==> config.mk <==
export PLATFORM = sky130hd
export DESIGN_NAME = tx_frame_slot_manager_top
export DESIGN_NICKNAME = d
export VERILOG_FILES = /design/src/rtl/core/tfsm_pkg.sv /design/src/rtl/core/tfsm_rr_pick.sv /design/src/rtl/core/tx_frame_slot_manager_top.sv
export SDC_FILE = /design/constraint.sdc
export NUM_CORES = 1
export LEC_CHECK = 0
export BUFFER_PORTS_ARGS = -buffer_cell sky130_fd_sc_hd__buf_2
export CORE_MARGIN = 3
export CORE_UTILIZATION = 35
export CTS_CLUSTER_DIAMETER = 100
export DETAILED_ROUTE_END_ITERATION = 12
export PLACE_DENSITY = 0.53
export SLEW_MARGIN = 20
export SYNTH_ARGS = -nofsm -noshare
export SYNTH_HDL_FRONTEND = slang
export SYNTH_SLANG_ARGS = --single-unit
==> constraint.sdc <==
create_clock -name i_clk -period 5.4 [get_ports i_clk]
set_input_delay 0.54 -clock i_clk [delete_from_list [all_inputs] [get_ports i_clk]]
set_output_delay 0.54 -clock i_clk [all_outputs]
set_load 0.005 [all_outputs]
==> src/rtl/core/tfsm_pkg.sv <==
// Shared types, constants and codes for the transmit frame slot manager.
`timescale 1ns / 1ps

package tfsm_pkg;

    localparam int SLOTS  = 2;
    localparam int SLOT_W = (SLOTS > 1) ? $clog2(SLOTS) : 1;
    localparam int CNT_W  = $clog2(SLOTS + 1);

    localparam int LEN_W      = 16;
    localparam int REG_IDX_W  = 1;

    typedef logic [SLOT_W-1:0]    t_slot;
    typedef logic [SLOTS-1:0]     t_mask;
    typedef logic [LEN_W-1:0]     t_len;
    typedef logic [REG_IDX_W-1:0] t_reg_idx;

    // item kinds
    localparam logic [1:0] KIND_SUBMIT  = 2'd0;
    localparam logic [1:0] KIND_DONE    = 2'd1;
    localparam logic [1:0] KIND_SERVICE = 2'd2;
    localparam logic [1:0] KIND_STOP    = 2'd3;

    // submit status codes
    localparam logic [1:0] ST_OK       = 2'd0;
    localparam logic [1:0] ST_ZERO_LEN = 2'd1;
    localparam logic [1:0] ST_TOO_LONG = 2'd2;
    localparam logic [1:0] ST_NO_SLOT  = 2'd3;

    // configuration register indexes
    localparam t_reg_idx REG_BUFFER_BYTES    = REG_IDX_W'(0);
    localparam t_reg_idx REG_MIN_FRAME_BYTES = REG_IDX_W'(1);

    localparam t_len BUFFER_BYTES_RST    = LEN_W'(2048);
    localparam t_len MIN_FRAME_BYTES_RST = LEN_W'(60);

    // result of a round-robin search
    typedef struct packed {
        logic  found;
        t_slot idx;
    } t_pick;

endpackage

==> src/rtl/core/tfsm_rr_pick.sv <==
// Round-robin first-set search over the slot mask, starting at a given slot.
`timescale 1ns / 1ps

module tfsm_rr_pick (
    input  tfsm_pkg::t_mask i_mask,
    input  tfsm_pkg::t_slot i_start,
    output tfsm_pkg::t_pick o_pick
);
    import tfsm_pkg::*;

    always_comb begin
        logic [SLOT_W:0] v_sum;
        o_pick = '0;
        // walk from the farthest candidate back so the nearest one wins
        for (int c = SLOTS - 1; c >= 0; c--) begin
            v_sum = {1'b0, i_start} + (SLOT_W + 1)'(c);
            if (v_sum >= (SLOT_W + 1)'(SLOTS)) begin
                v_sum = v_sum - (SLOT_W + 1)'(SLOTS);
            end
            if (i_mask[v_sum[SLOT_W-1:0]]) begin
                o_pick.found = 1'b1;
                o_pick.idx   = v_sum[SLOT_W-1:0];
            end
        end
    end

endmodule

==> src/rtl/core/tx_frame_slot_manager_top.sv <==
// Top level of the transmit frame slot manager: slot bookkeeping and result register.
`timescale 1ns / 1ps
// The result of an accepted item is registered in the output register.
// Throughput: one item per cycle; the slot state updates at the accept edge, so
// the next item sees it at once. A waiting result stalls input only when the
// output register is full and not being taken.
// Reset (synchronous, active low): all slots free and idle, pointers at slot 0,
// registers back to 2048 / 60 bytes, output register empty.

module tx_frame_slot_manager_top (
    input  logic                 i_clk,
    input  logic                 i_rst_n,

    input  logic                 i_cfg_we,
    input  tfsm_pkg::t_reg_idx   i_cfg_index,
    input  logic [15:0]          i_cfg_data,

    input  logic                 i_valid,
    output logic                 o_ready,
    input  logic [1:0]           i_kind,
    input  logic [15:0]          i_frame_length,

    output logic                 o_valid,
    input  logic                 i_ready,
    output logic [1:0]           o_status,
    output logic [2:0]           o_write_slot,
    output logic                 o_padded,
    output logic                 o_start_valid,
    output logic [2:0]           o_start_slot,
    output logic [15:0]          o_start_length,
    output logic                 o_completed,
    output logic [2:0]           o_completed_slot,
    output logic [3:0]           o_free_slots,
    output logic                 o_dma_stop
);
    import tfsm_pkg::*;

    // configuration
    t_len  r_buffer_bytes;
    t_len  r_min_frame;

    // slot state
    t_mask r_queued;
    t_len  r_len [SLOTS];
    t_slot r_active;
    t_slot r_next_sub;
    logic  r_busy;
    logic  r_done;

    t_mask n_queued;
    t_len  n_len [SLOTS];
    t_slot n_active;
    t_slot n_next_sub;
    logic  n_busy;
    logic  n_done;

    // result register
    logic        r_out_valid;
    logic [1:0]  r_status;
    t_slot       r_write_slot;
    logic        r_padded;
    logic        r_start_valid;
    t_slot       r_start_slot;
    t_len        r_start_length;
    logic        r_completed;
    t_slot       r_completed_slot;
    logic [CNT_W-1:0] r_free_slots;
    logic        r_dma_stop;

    logic [1:0]  n_status;
    t_slot       n_write_slot;
    logic        n_padded;
    logic        n_start_valid;
    t_slot       n_start_slot;
    t_len        n_start_length;
    logic        n_completed;
    t_slot       n_completed_slot;
    logic [CNT_W-1:0] n_free_slots;
    logic        n_dma_stop;

    t_mask n_queued_pre;
    logic  n_busy_pre;
    logic  n_try_start;
    t_mask free_mask;
    t_pick free_pick;
    t_pick queue_pick;
    t_len  padded_len;
    logic  in_accept;

    assign in_accept = i_valid && o_ready;
    assign o_ready   = !r_out_valid || i_ready;

    assign free_mask  = ~(r_queued | (r_busy ? (t_mask'(1) << r_active) : '0));
    assign padded_len = (i_frame_length < r_min_frame) ? r_min_frame : i_frame_length;

    tfsm_rr_pick u_free_pick (
        .i_mask  (free_mask),
        .i_start (r_next_sub),
        .o_pick  (free_pick)
    );

    tfsm_rr_pick u_queue_pick (
        .i_mask  (n_queued_pre),
        .i_start (r_active),
        .o_pick  (queue_pick)
    );

    // kind-specific update, before any start
    always_comb begin
        n_queued_pre     = r_queued;
        n_len            = r_len;
        n_busy_pre       = r_busy;
        n_done           = r_done;
        n_next_sub       = r_next_sub;
        n_status         = ST_OK;
        n_write_slot     = '0;
        n_padded         = 1'b0;
        n_completed      = 1'b0;
        n_completed_slot = '0;
        n_dma_stop       = 1'b0;
        n_try_start      = 1'b0;

        unique case (i_kind)
            KIND_SUBMIT: begin
                priority if (i_frame_length == '0) begin
                    n_status = ST_ZERO_LEN;
                end else if (i_frame_length > r_buffer_bytes) begin
                    n_status = ST_TOO_LONG;
                end else if (!free_pick.found) begin
                    n_status = ST_NO_SLOT;
                end else if (padded_len > r_buffer_bytes) begin
                    // min frame set above the buffer size
                    n_status = ST_TOO_LONG;
                end else begin
                    n_write_slot                 = free_pick.idx;
                    n_padded                     = padded_len > i_frame_length;
                    n_len[free_pick.idx]         = padded_len;
                    n_queued_pre[free_pick.idx]  = 1'b1;
                    n_next_sub = (free_pick.idx == t_slot'(SLOTS - 1)) ? '0
                                                                       : free_pick.idx + 1'b1;
                    n_try_start = 1'b1;
                end
            end
            KIND_DONE: begin
                if (r_busy) begin
                    n_done = 1'b1;
                end
            end
            KIND_SERVICE: begin
                if (!r_busy) begin
                    n_try_start = 1'b1;
                end else if (r_done) begin
                    n_completed      = 1'b1;
                    n_completed_slot = r_active;
                    n_busy_pre       = 1'b0;
                    n_done           = 1'b0;
                    n_len[r_active]  = '0;
                    n_try_start      = 1'b1;
                end
            end
            KIND_STOP: begin
                n_dma_stop   = 1'b1;
                n_busy_pre   = 1'b0;
                n_done       = 1'b0;
                n_queued_pre = '0;
                for (int s = 0; s < SLOTS; s++) begin
                    n_len[s] = '0;
                end
            end
            default: begin
            end
        endcase
    end

    // start the next queued slot when the engine is idle, then count free slots
    always_comb begin
        t_mask v_occ;
        n_queued       = n_queued_pre;
        n_active       = r_active;
        n_busy         = n_busy_pre;
        n_start_valid  = 1'b0;
        n_start_slot   = '0;
        n_start_length = '0;

        if (n_try_start && !n_busy_pre && queue_pick.found) begin
            n_queued[queue_pick.idx] = 1'b0;
            n_active       = queue_pick.idx;
            n_busy         = 1'b1;
            n_start_valid  = 1'b1;
            n_start_slot   = queue_pick.idx;
            n_start_length = n_len[queue_pick.idx];
        end

        v_occ        = n_queued | (n_busy ? (t_mask'(1) << n_active) : '0);
        n_free_slots = '0;
        for (int s = 0; s < SLOTS; s++) begin
            n_free_slots = n_free_slots + CNT_W'(!v_occ[s]);
        end
    end

    // done_pending also drops when a new transfer starts
    logic n_done_final;
    assign n_done_final = n_start_valid ? 1'b0 : n_done;

    always_ff @(posedge i_clk) begin
        if (!i_rst_n) begin
            r_buffer_bytes <= BUFFER_BYTES_RST;
            r_min_frame    <= MIN_FRAME_BYTES_RST;
        end else if (i_cfg_we) begin
            unique case (i_cfg_index)
                REG_BUFFER_BYTES:    r_buffer_bytes <= i_cfg_data;
                REG_MIN_FRAME_BYTES: r_min_frame    <= i_cfg_data;
                default: begin
                end
            endcase
        end
    end

    always_ff @(posedge i_clk) begin
        if (!i_rst_n) begin
            r_queued   <= '0;
            r_active   <= '0;
            r_next_sub <= '0;
            r_busy     <= 1'b0;
            r_done     <= 1'b0;
            for (int s = 0; s < SLOTS; s++) begin
                r_len[s] <= '0;
            end
        end else if (in_accept) begin
            r_queued   <= n_queued;
            r_active   <= n_active;
            r_next_sub <= n_next_sub;
            r_busy     <= n_busy;
            r_done     <= n_done_final;
            r_len      <= n_len;
        end
    end

    always_ff @(posedge i_clk) begin
        if (!i_rst_n) begin
            r_out_valid <= 1'b0;
        end else if (in_accept) begin
            r_out_valid <= 1'b1;
        end else if (i_ready) begin
            r_out_valid <= 1'b0;
        end
    end

    always_ff @(posedge i_clk) begin
        if (in_accept) begin
            r_status         <= n_status;
            r_write_slot     <= n_write_slot;
            r_padded         <= n_padded;
            r_start_valid    <= n_start_valid;
            r_start_slot     <= n_start_slot;
            r_start_length   <= n_start_length;
            r_completed      <= n_completed;
            r_completed_slot <= n_completed_slot;
            r_free_slots     <= n_free_slots;
            r_dma_stop       <= n_dma_stop;
        end
    end

    assign o_valid          = r_out_valid;
    assign o_status         = r_status;
    assign o_write_slot     = 3'(r_write_slot);
    assign o_padded         = r_padded;
    assign o_start_valid    = r_start_valid;
    assign o_start_slot     = 3'(r_start_slot);
    assign o_start_length   = r_start_length;
    assign o_completed      = r_completed;
    assign o_completed_slot = 3'(r_completed_slot);
    assign o_free_slots     = 4'(r_free_slots);
    assign o_dma_stop       = r_dma_stop;

endmodule
-- Word-level counts from Yosys, hierarchy flattened
Index checks and enable logic that the tools add are counted.
- $add $sub $neg: 8
- magnitude comparators: 21
- equal/unequal tests: 5
- shifts and indexed selects: 2
- muxes and demuxes: 69
- bitwise gates (word level): 17
- reductions and logical operators: 24
- operators by type and width (cell ; number):
    2-to-1 mux 32 bit ; 6
    2-to-1 mux 16 bit ; 6
    case mux 32 bit (3 select lines) ; 1
    greater-than comparator 16 bit ; 3
    2-to-1 mux 1 bit ; 33
    AND 32 bit ; 1
    bitwise mux 32 bit ; 1
    demux 16 bit (select 1 bit) ; 2
    inverter 32 bit ; 1
    2-to-1 mux 2 bit ; 14
    zero test 16 bit ; 1
    less-than comparator 16 bit ; 1
    less-than comparator 1 x 2 -> 1 bit (second input constant) ; 6
    >= comparator 2 bit (second input constant) ; 5
    logical AND 1 bit ; 7
    != test 3 bit (second input constant) ; 2
    inverter 1 bit ; 6
    inverter 1 -> 2 bit ; 3
    bitwise OR 2 bit ; 3
    AND reduction 2 bit ; 3
    AND reduction 6 bit ; 1
    OR reduction 5 bit ; 1
    adder 1 x 1 -> 2 bit (second input constant) ; 2
    equality test 2 bit (second input constant) ; 2
    other kinds (22) ; 35
- register bits after elaboration: 98
- input port bits: 40
- output and inout port bits: 37
- word-level logic and storage cells: 167

-- Logic depth before layout (Yosys ltp)
- word-level depth: 32
- mapped depth: 21
- depth with buffers taken out: 18

-- By module
Synthesis repeated with hierarchy kept, for this count alone.
- cell total of the unflattened synthesis: 661
- area total of the unflattened synthesis: 5908.2 µm²
- by module, submodules not included (module ; times used ; cells an instance ; area each (µm²) ; seq. area each (µm²)):
    tx_frame_slot_manager_top ; 1 ; 655 ; 5873.1 ; 2232.1
    tfsm_rr_pick ; 2 ; 3 ; 17.5 ; 0.0

-- Worst setup path before layout
Ideal clock, no wire load.
- path kind: in2reg
- from: in i_frame_length[7]
- to: reg r_start_length[10] (netlist: o_start_length[10]), data pin
- setup time: 0.268 ns
- arrival: 4.366 ns
- required time: 5.132 ns
- slack: 0.766 ns
- stages: 18
- path buffers: 3
- path through: ha_1 -> or3_1 -> a21oi_1 -> nand2_1 -> a311o_1 -> buf_6 -> buf_6 -> mux2i_1 -> ha_1 -> and4_4 -> a21o_1 -> a311oi_2 -> o211ai_2 -> a2111oi_0 -> o21ai_1 -> buf_2 -> a221oi_2 -> a211oi_2
- word-level cells in the longest chain between the ends: 16
- elaborated cells on any way between the ends: 33
- classes of those cells: 3 x order compare; 26 x mux; 1 x bitwise; 3 x reduce/logical
- ends and longest elaborated chain (item ; line ; text):
    start, declared ; tx_frame_slot_manager_top.sv:21 ; input logic [15:0] i_frame_length,
    less-than comparator 16 bit ; tx_frame_slot_manager_top.sv:94 ; assign padded_len = (i_frame_length < r_min_frame) ? r_min_frame : i_frame_length;
    2-to-1 mux 16 bit ; tx_frame_slot_manager_top.sv:94 ;
    greater-than comparator 16 bit ; tx_frame_slot_manager_top.sv:131 ; end else if (padded_len > r_buffer_bytes) begin
    2-to-1 mux 2 bit ; tx_frame_slot_manager_top.sv:131 ;
    2-to-1 mux 2 bit ; tx_frame_slot_manager_top.sv:129 ; end else if (!free_pick.found) begin
    2-to-1 mux 2 bit ; tx_frame_slot_manager_top.sv:127 ; end else if (i_frame_length > r_buffer_bytes) begin
    2-to-1 mux 2 bit ; tx_frame_slot_manager_top.sv:125 ; priority if (i_frame_length == '0) begin
    case mux 2 bit (2 select lines) ; tx_frame_slot_manager_top.sv:123 ; unique case (i_kind)
    2-to-1 mux 1 bit (implied by the code) (2 in a row) ; tfsm_rr_pick.sv:20 ; if (i_mask[v_sum[SLOT_W-1:0]]) begin
    2-to-1 mux 2 bit (2 in a row) ; tfsm_rr_pick.sv:20 ;
    inverter 1 -> 2 bit (implied by the code) ; tx_frame_slot_manager_top.sv:191 ; n_start_length = n_len[queue_pick.idx];
    2-to-1 mux 16 bit (implied by the code) (3 in a row) ; tx_frame_slot_manager_top.sv:191 ;
    end signal, assigned ; tx_frame_slot_manager_top.sv:256 ; r_start_length <= n_start_length;
    end, declared ; tx_frame_slot_manager_top.sv:64 ; t_len r_start_length;
Parallel ways exist; a longest one is shown, timed or not. The select of a mux whose other input is x is not followed.
A chain may end at the register's enable or synchronous reset.

-- Worst setup path after layout
- from: reg r_min_frame[11]
- to: reg r_start_length[3] (netlist: o_start_length[3]), data pin
- word-level cells in the longest chain between the ends: 16
- elaborated cells on any way between the ends: 31
- classes of those cells: 2 x order compare; 26 x mux; 1 x bitwise; 2 x reduce/logical
- ends and longest elaborated chain (item ; line ; text):
    start, declared ; tx_frame_slot_manager_top.sv:40 ; t_len r_min_frame;
    start signal, assigned ; tx_frame_slot_manager_top.sv:212 ; REG_MIN_FRAME_BYTES: r_min_frame <= i_cfg_data;
    less-than comparator 16 bit ; tx_frame_slot_manager_top.sv:94 ;
    2-to-1 mux 16 bit (*) ; tx_frame_slot_manager_top.sv:94 ;
    greater-than comparator 16 bit ; tx_frame_slot_manager_top.sv:131 ;
    2-to-1 mux 2 bit ; tx_frame_slot_manager_top.sv:131 ;
    2-to-1 mux 2 bit ; tx_frame_slot_manager_top.sv:129 ;
    2-to-1 mux 2 bit ; tx_frame_slot_manager_top.sv:127 ;
    2-to-1 mux 2 bit ; tx_frame_slot_manager_top.sv:125 ;
    case mux 2 bit (2 select lines) ; tx_frame_slot_manager_top.sv:123 ;
    2-to-1 mux 1 bit (implied by the code) (2 in a row) ; tfsm_rr_pick.sv:20 ;
    2-to-1 mux 2 bit (2 in a row) ; tfsm_rr_pick.sv:20 ;
    inverter 1 -> 2 bit (implied by the code) ; tx_frame_slot_manager_top.sv:191 ;
    2-to-1 mux 16 bit (implied by the code) (3 in a row) ; tx_frame_slot_manager_top.sv:191 ;
Every way passes the cells marked *; elsewhere a longest branch is shown, timed or not. The select of a mux whose other input is x is not followed.

==> results.json <==
{
  "run_status": "finished clean",
  "irDropWorstVdd_mv": 0.192,
  "relSlewSlack_pct": 49.5,
  "synth_cell_types": 74,
  "cts_tree": "built",
  "clock_latency_ns": 0.36,
  "syn-cell-area_sq_um": 6440,
  "ys.flop_type": "dfxtp_1",
  "clkSinkCount": 98,
  "synthTopCellsByCount": "80 x nand2_1, 74 x inv_1, 71 x dfxtp_1, 70 x a21oi_1, 68 x ha_1",
  "async_flop_share_pct": 0,
  "io_buffers": 68,
  "worst_ep_required_time_ns": 5.50,
  "fin_crit_sh_pct": 91.2,
  "critPathCaptureType": "register",
  "reg2regPathDepth": 19,
  "synth_top_cell_by_area": "dfxtp_1",
  "switching_share_pct": 30.8,
  "initial_utilization_pct": 36.5,
  "grt_max_degree": 41,
  "arrival_ns": 5.03,
  "fin_tns_setup_ns": 0,
  "cts-resized-gates": 0,
  "fp-row-count": 48,
  "p_sw_uw": 580,
  "utilization_pct": 41.4,
  "finalHoldViolCount": 0,
  "skew_ns": 0.00857,
  "crit_end": "o_start_length[3]$_SDFFCE_PN0P_",
  "dieArea_sq_um": 20100,
  "grt_pass1_wl_mm": 28.2,
  "clk_transition_reported_paths_ns": 0.07,
  "critPathMaxStageDelay_ns": 0.61,
  "hp-class": "input port to register",
  "drt-initial-drc-count": 333,
  "ys_warn_count": 0,
  "power_density_nw_per_um2": 257,
  "diodes": 0,
  "ff2ff_setup_slack_ns": 0.47,
  "post_cts_buffers": 0,
  "p_clk_share_pct": 36.2,
  "power.internal_uw": 1300,
  "path_cells": "inv_1 -> ha_1 -> nand4_1 -> a211oi_1 -> a21oi_1 -> nand2_1 -> a311o_1 -> buf_4 -> mux2i_1 -> ha_1 -> and4_4 -> a21o_1 -> a311oi_2 -> o211ai_2 -> a2111oi_0 -> o21ai_2 -> buf_4 -> a221oi_2 -> a211oi_2",
  "die_y_microns": 142,
  "syn_to_final_growth_pct": 13.6,
  "cts_buffers": 9,
  "ys_ff_latch": 98,
  "drv_slew": 0,
  "finalCriticalPeriod_ns": 4.93,
  "antenna_found_initial": 0,
  "final_antenna_net_count": 0,
  "timing.fmax_mhz": 203,
  "p_comb_share_pct": 21.6,
  "vias": 5413,
  "cts-root-buf": "clkbuf_16",
  "detail_route.first_pass.iterations": 7,
  "setup_violations": 0,
  "synth.top_cells.by_area": "dfxtp_1 22%, ha_1 13%, edfxtp_1 13%",
  "synth_most_common_cell": "nand2_1",
  "cts_hold_buf": 0,
  "die_w_microns": 142,
  "synth-seq-area-share_pct": 34.7,
  "rsz0062_at_grt": "false",
  "startpoint_type": "register",
  "cp_slowest_cell": "a2111oi_0",
  "worstMarginPinSlew_ns": 0.755,
  "critical-path-top-delay-family": "compound AO/OA/AOI/OAI gates",
  "clockBufferDepth": 2,
  "viasPerCell": 5.48,
  "wl_per_cell_microns": 17.6,
  "cp_max_fo": 28,
  "wl_mm": 17.4,
  "track_usage_pct": 17.5,
  "hpwl_mm": 13.1,
  "drive_gt1_share_pct": 22.4,
  "criticalPathCategory": "register to register",
  "synth_area_per_cell_sq_um": 9.27,
  "p_seq_share_pct": 42.2,
  "synth_top_area_share_pct": 22.1,
  "leakage_uw": 0.00289,
  "coreArea_sq_um": 17700,
  "cp_num_cells": 19,
  "cp-startpoint": "r_min_frame[11]$_SDFFE_PN0P_",
  "grt_overflow": 0,
  "htree_num_levels": 3,
  "min_from": "i_cfg_data[7]",
  "r2r_end": "o_start_length[3]$_SDFFCE_PN0P_",
  "first_global_vias": 5347,
  "cap_violations": 0,
  "synthCells": 695,
  "route.detailed.drc": 0,
  "routabilityCongestion": 0.928,
  "final_nets": 865,
  "synth-edff-count": 27,
  "r2r_start": "r_min_frame[11]$_SDFFE_PN0P_",
  "io_pins": 77,
  "cp_num_buf_inv": 3
}
power groups by stage:
stage          combinational [uW]  clock [uW]  sequential [uW]
3_3_place_gp                  390           0              810
6_report                      407         682              794
5_1_grt                       453         729              797
2_1_floorplan                 274           0              808
4_1_cts                       405         702              794
3_5_place_dp                  403           0              811
how the worst min path moves through the flow:
| stage | endpoint | cells after the start |
|---|---|---|
| after CTS | r_min_frame[13]$_SDFFE_PN0P_ | 3 |
| after detailed placement | r_buffer_bytes[14]$_SDFFE_PN0P_ | 2 |
| final | r_min_frame[7]$_SDFFE_PN0P_ | 3 |
| after global routing | r_buffer_bytes[11]$_SDFFE_PN1P_ | 3 |
| after global placement | r_min_frame[11]$_SDFFE_PN0P_ | 2 |
| after floorplan | r_len[10]$_SDFFE_PN0P_ | 1 |
cell usage in the layout (no fill, tap or decap), types with 4 or more instances in the layout:
cell,synthesis,final
inv_1,74,74
edfxtp_1,27,27
nor4_1,8,8
nor2b_1,6,5
nor3_1,5,5
nand3_1,25,25
buf_2,6,68
nor2_1,8,8
dfxtp_1,71,71
a32oi_1,16,16
and2_1,5,5
o21ai_0,25,25
clkbuf_16,0,9
nand4_1,16,16
o211ai_1,6,6
conb_1,1,8
nand2b_1,4,4
a221oi_2,14,14
mux2i_2,6,6
o21a_1,4,4
ha_1,68,68
a21oi_1,70,70
buf_4,14,23
o2bb2ai_1,15,15
a31oi_1,4,4
a211oi_2,16,16
a21o_1,5,5
mux2i_1,11,11
nand2_1,80,80
kinds of logic after synthesis:
kind of cell	synth area share, %
adders and majority gates	13.2
muxes	3.17
buffers and inverters	9.38
and+or+nand+nor	13.6
DFF	34.7
other	0.0582
AOI/OAI and AO/OA	25.9
worst register-to-register path, cell delays in order (launching register included):
cell	delay [ns]
dfxtp_1	0.34
inv_1	0.07
ha_1	0.31
nand4_1	0.13
a211oi_1	0.31
a21oi_1	0.11
nand2_1	0.09
a311o_1	0.12
buf_4	0.23
mux2i_1	0.31
ha_1	0.30
and4_4	0.21
a21o_1	0.18
a311oi_2	0.31
o211ai_2	0.21
a2111oi_0	0.61
o21ai_2	0.16
buf_4	0.28
a221oi_2	0.31
a211oi_2	0.08
metrics by stage:
stage	total power, uW	cells	hold WS (ns)	area (sq um)	setup slack [ns]
after global placement	1200	971	0.444	7000	0.451
after detailed placement	1210	971	0.447	7000	0.274
after floorplan	1080	702	0.432	6470	0.766
after CTS	1900	987	0.410	7320	0.523
after global routing	1980	987	0.422	7320	0.0192
final	1880	987	0.423	7320	0.474
per-layer routing:
metal	vias up	GRT usage, %	share of wire (%)
li1	2661	-	-
met1	2553	24.9	48
met2	171	25.9	43
met3	28	4.25	6.4
met4	0	6.11	2.4
met5	-	0	0
flip-flops by register name, summed over array words and instances (netlist names), 2 cells and up:
register,flops
o_start_length,16
o_status,2
r_buffer_bytes,16
r_free_slots,2
r_len,32
r_min_frame,16
r_queued,2
area by class of cell:
type | instances | area [sq um]
Tap cell | 225 | 282
Sequential cell | 98 | 2230
Timing Repair Buffer | 94 | 573
Clock buffer | 9 | 225
Inverter | 75 | 282
Multi-Input combinational cell | 479 | 3640
Fill cell | 1776 | 10300
Clock inverter | 7 | 87.6
Note: power is estimated with default switching activity, not from simulation.
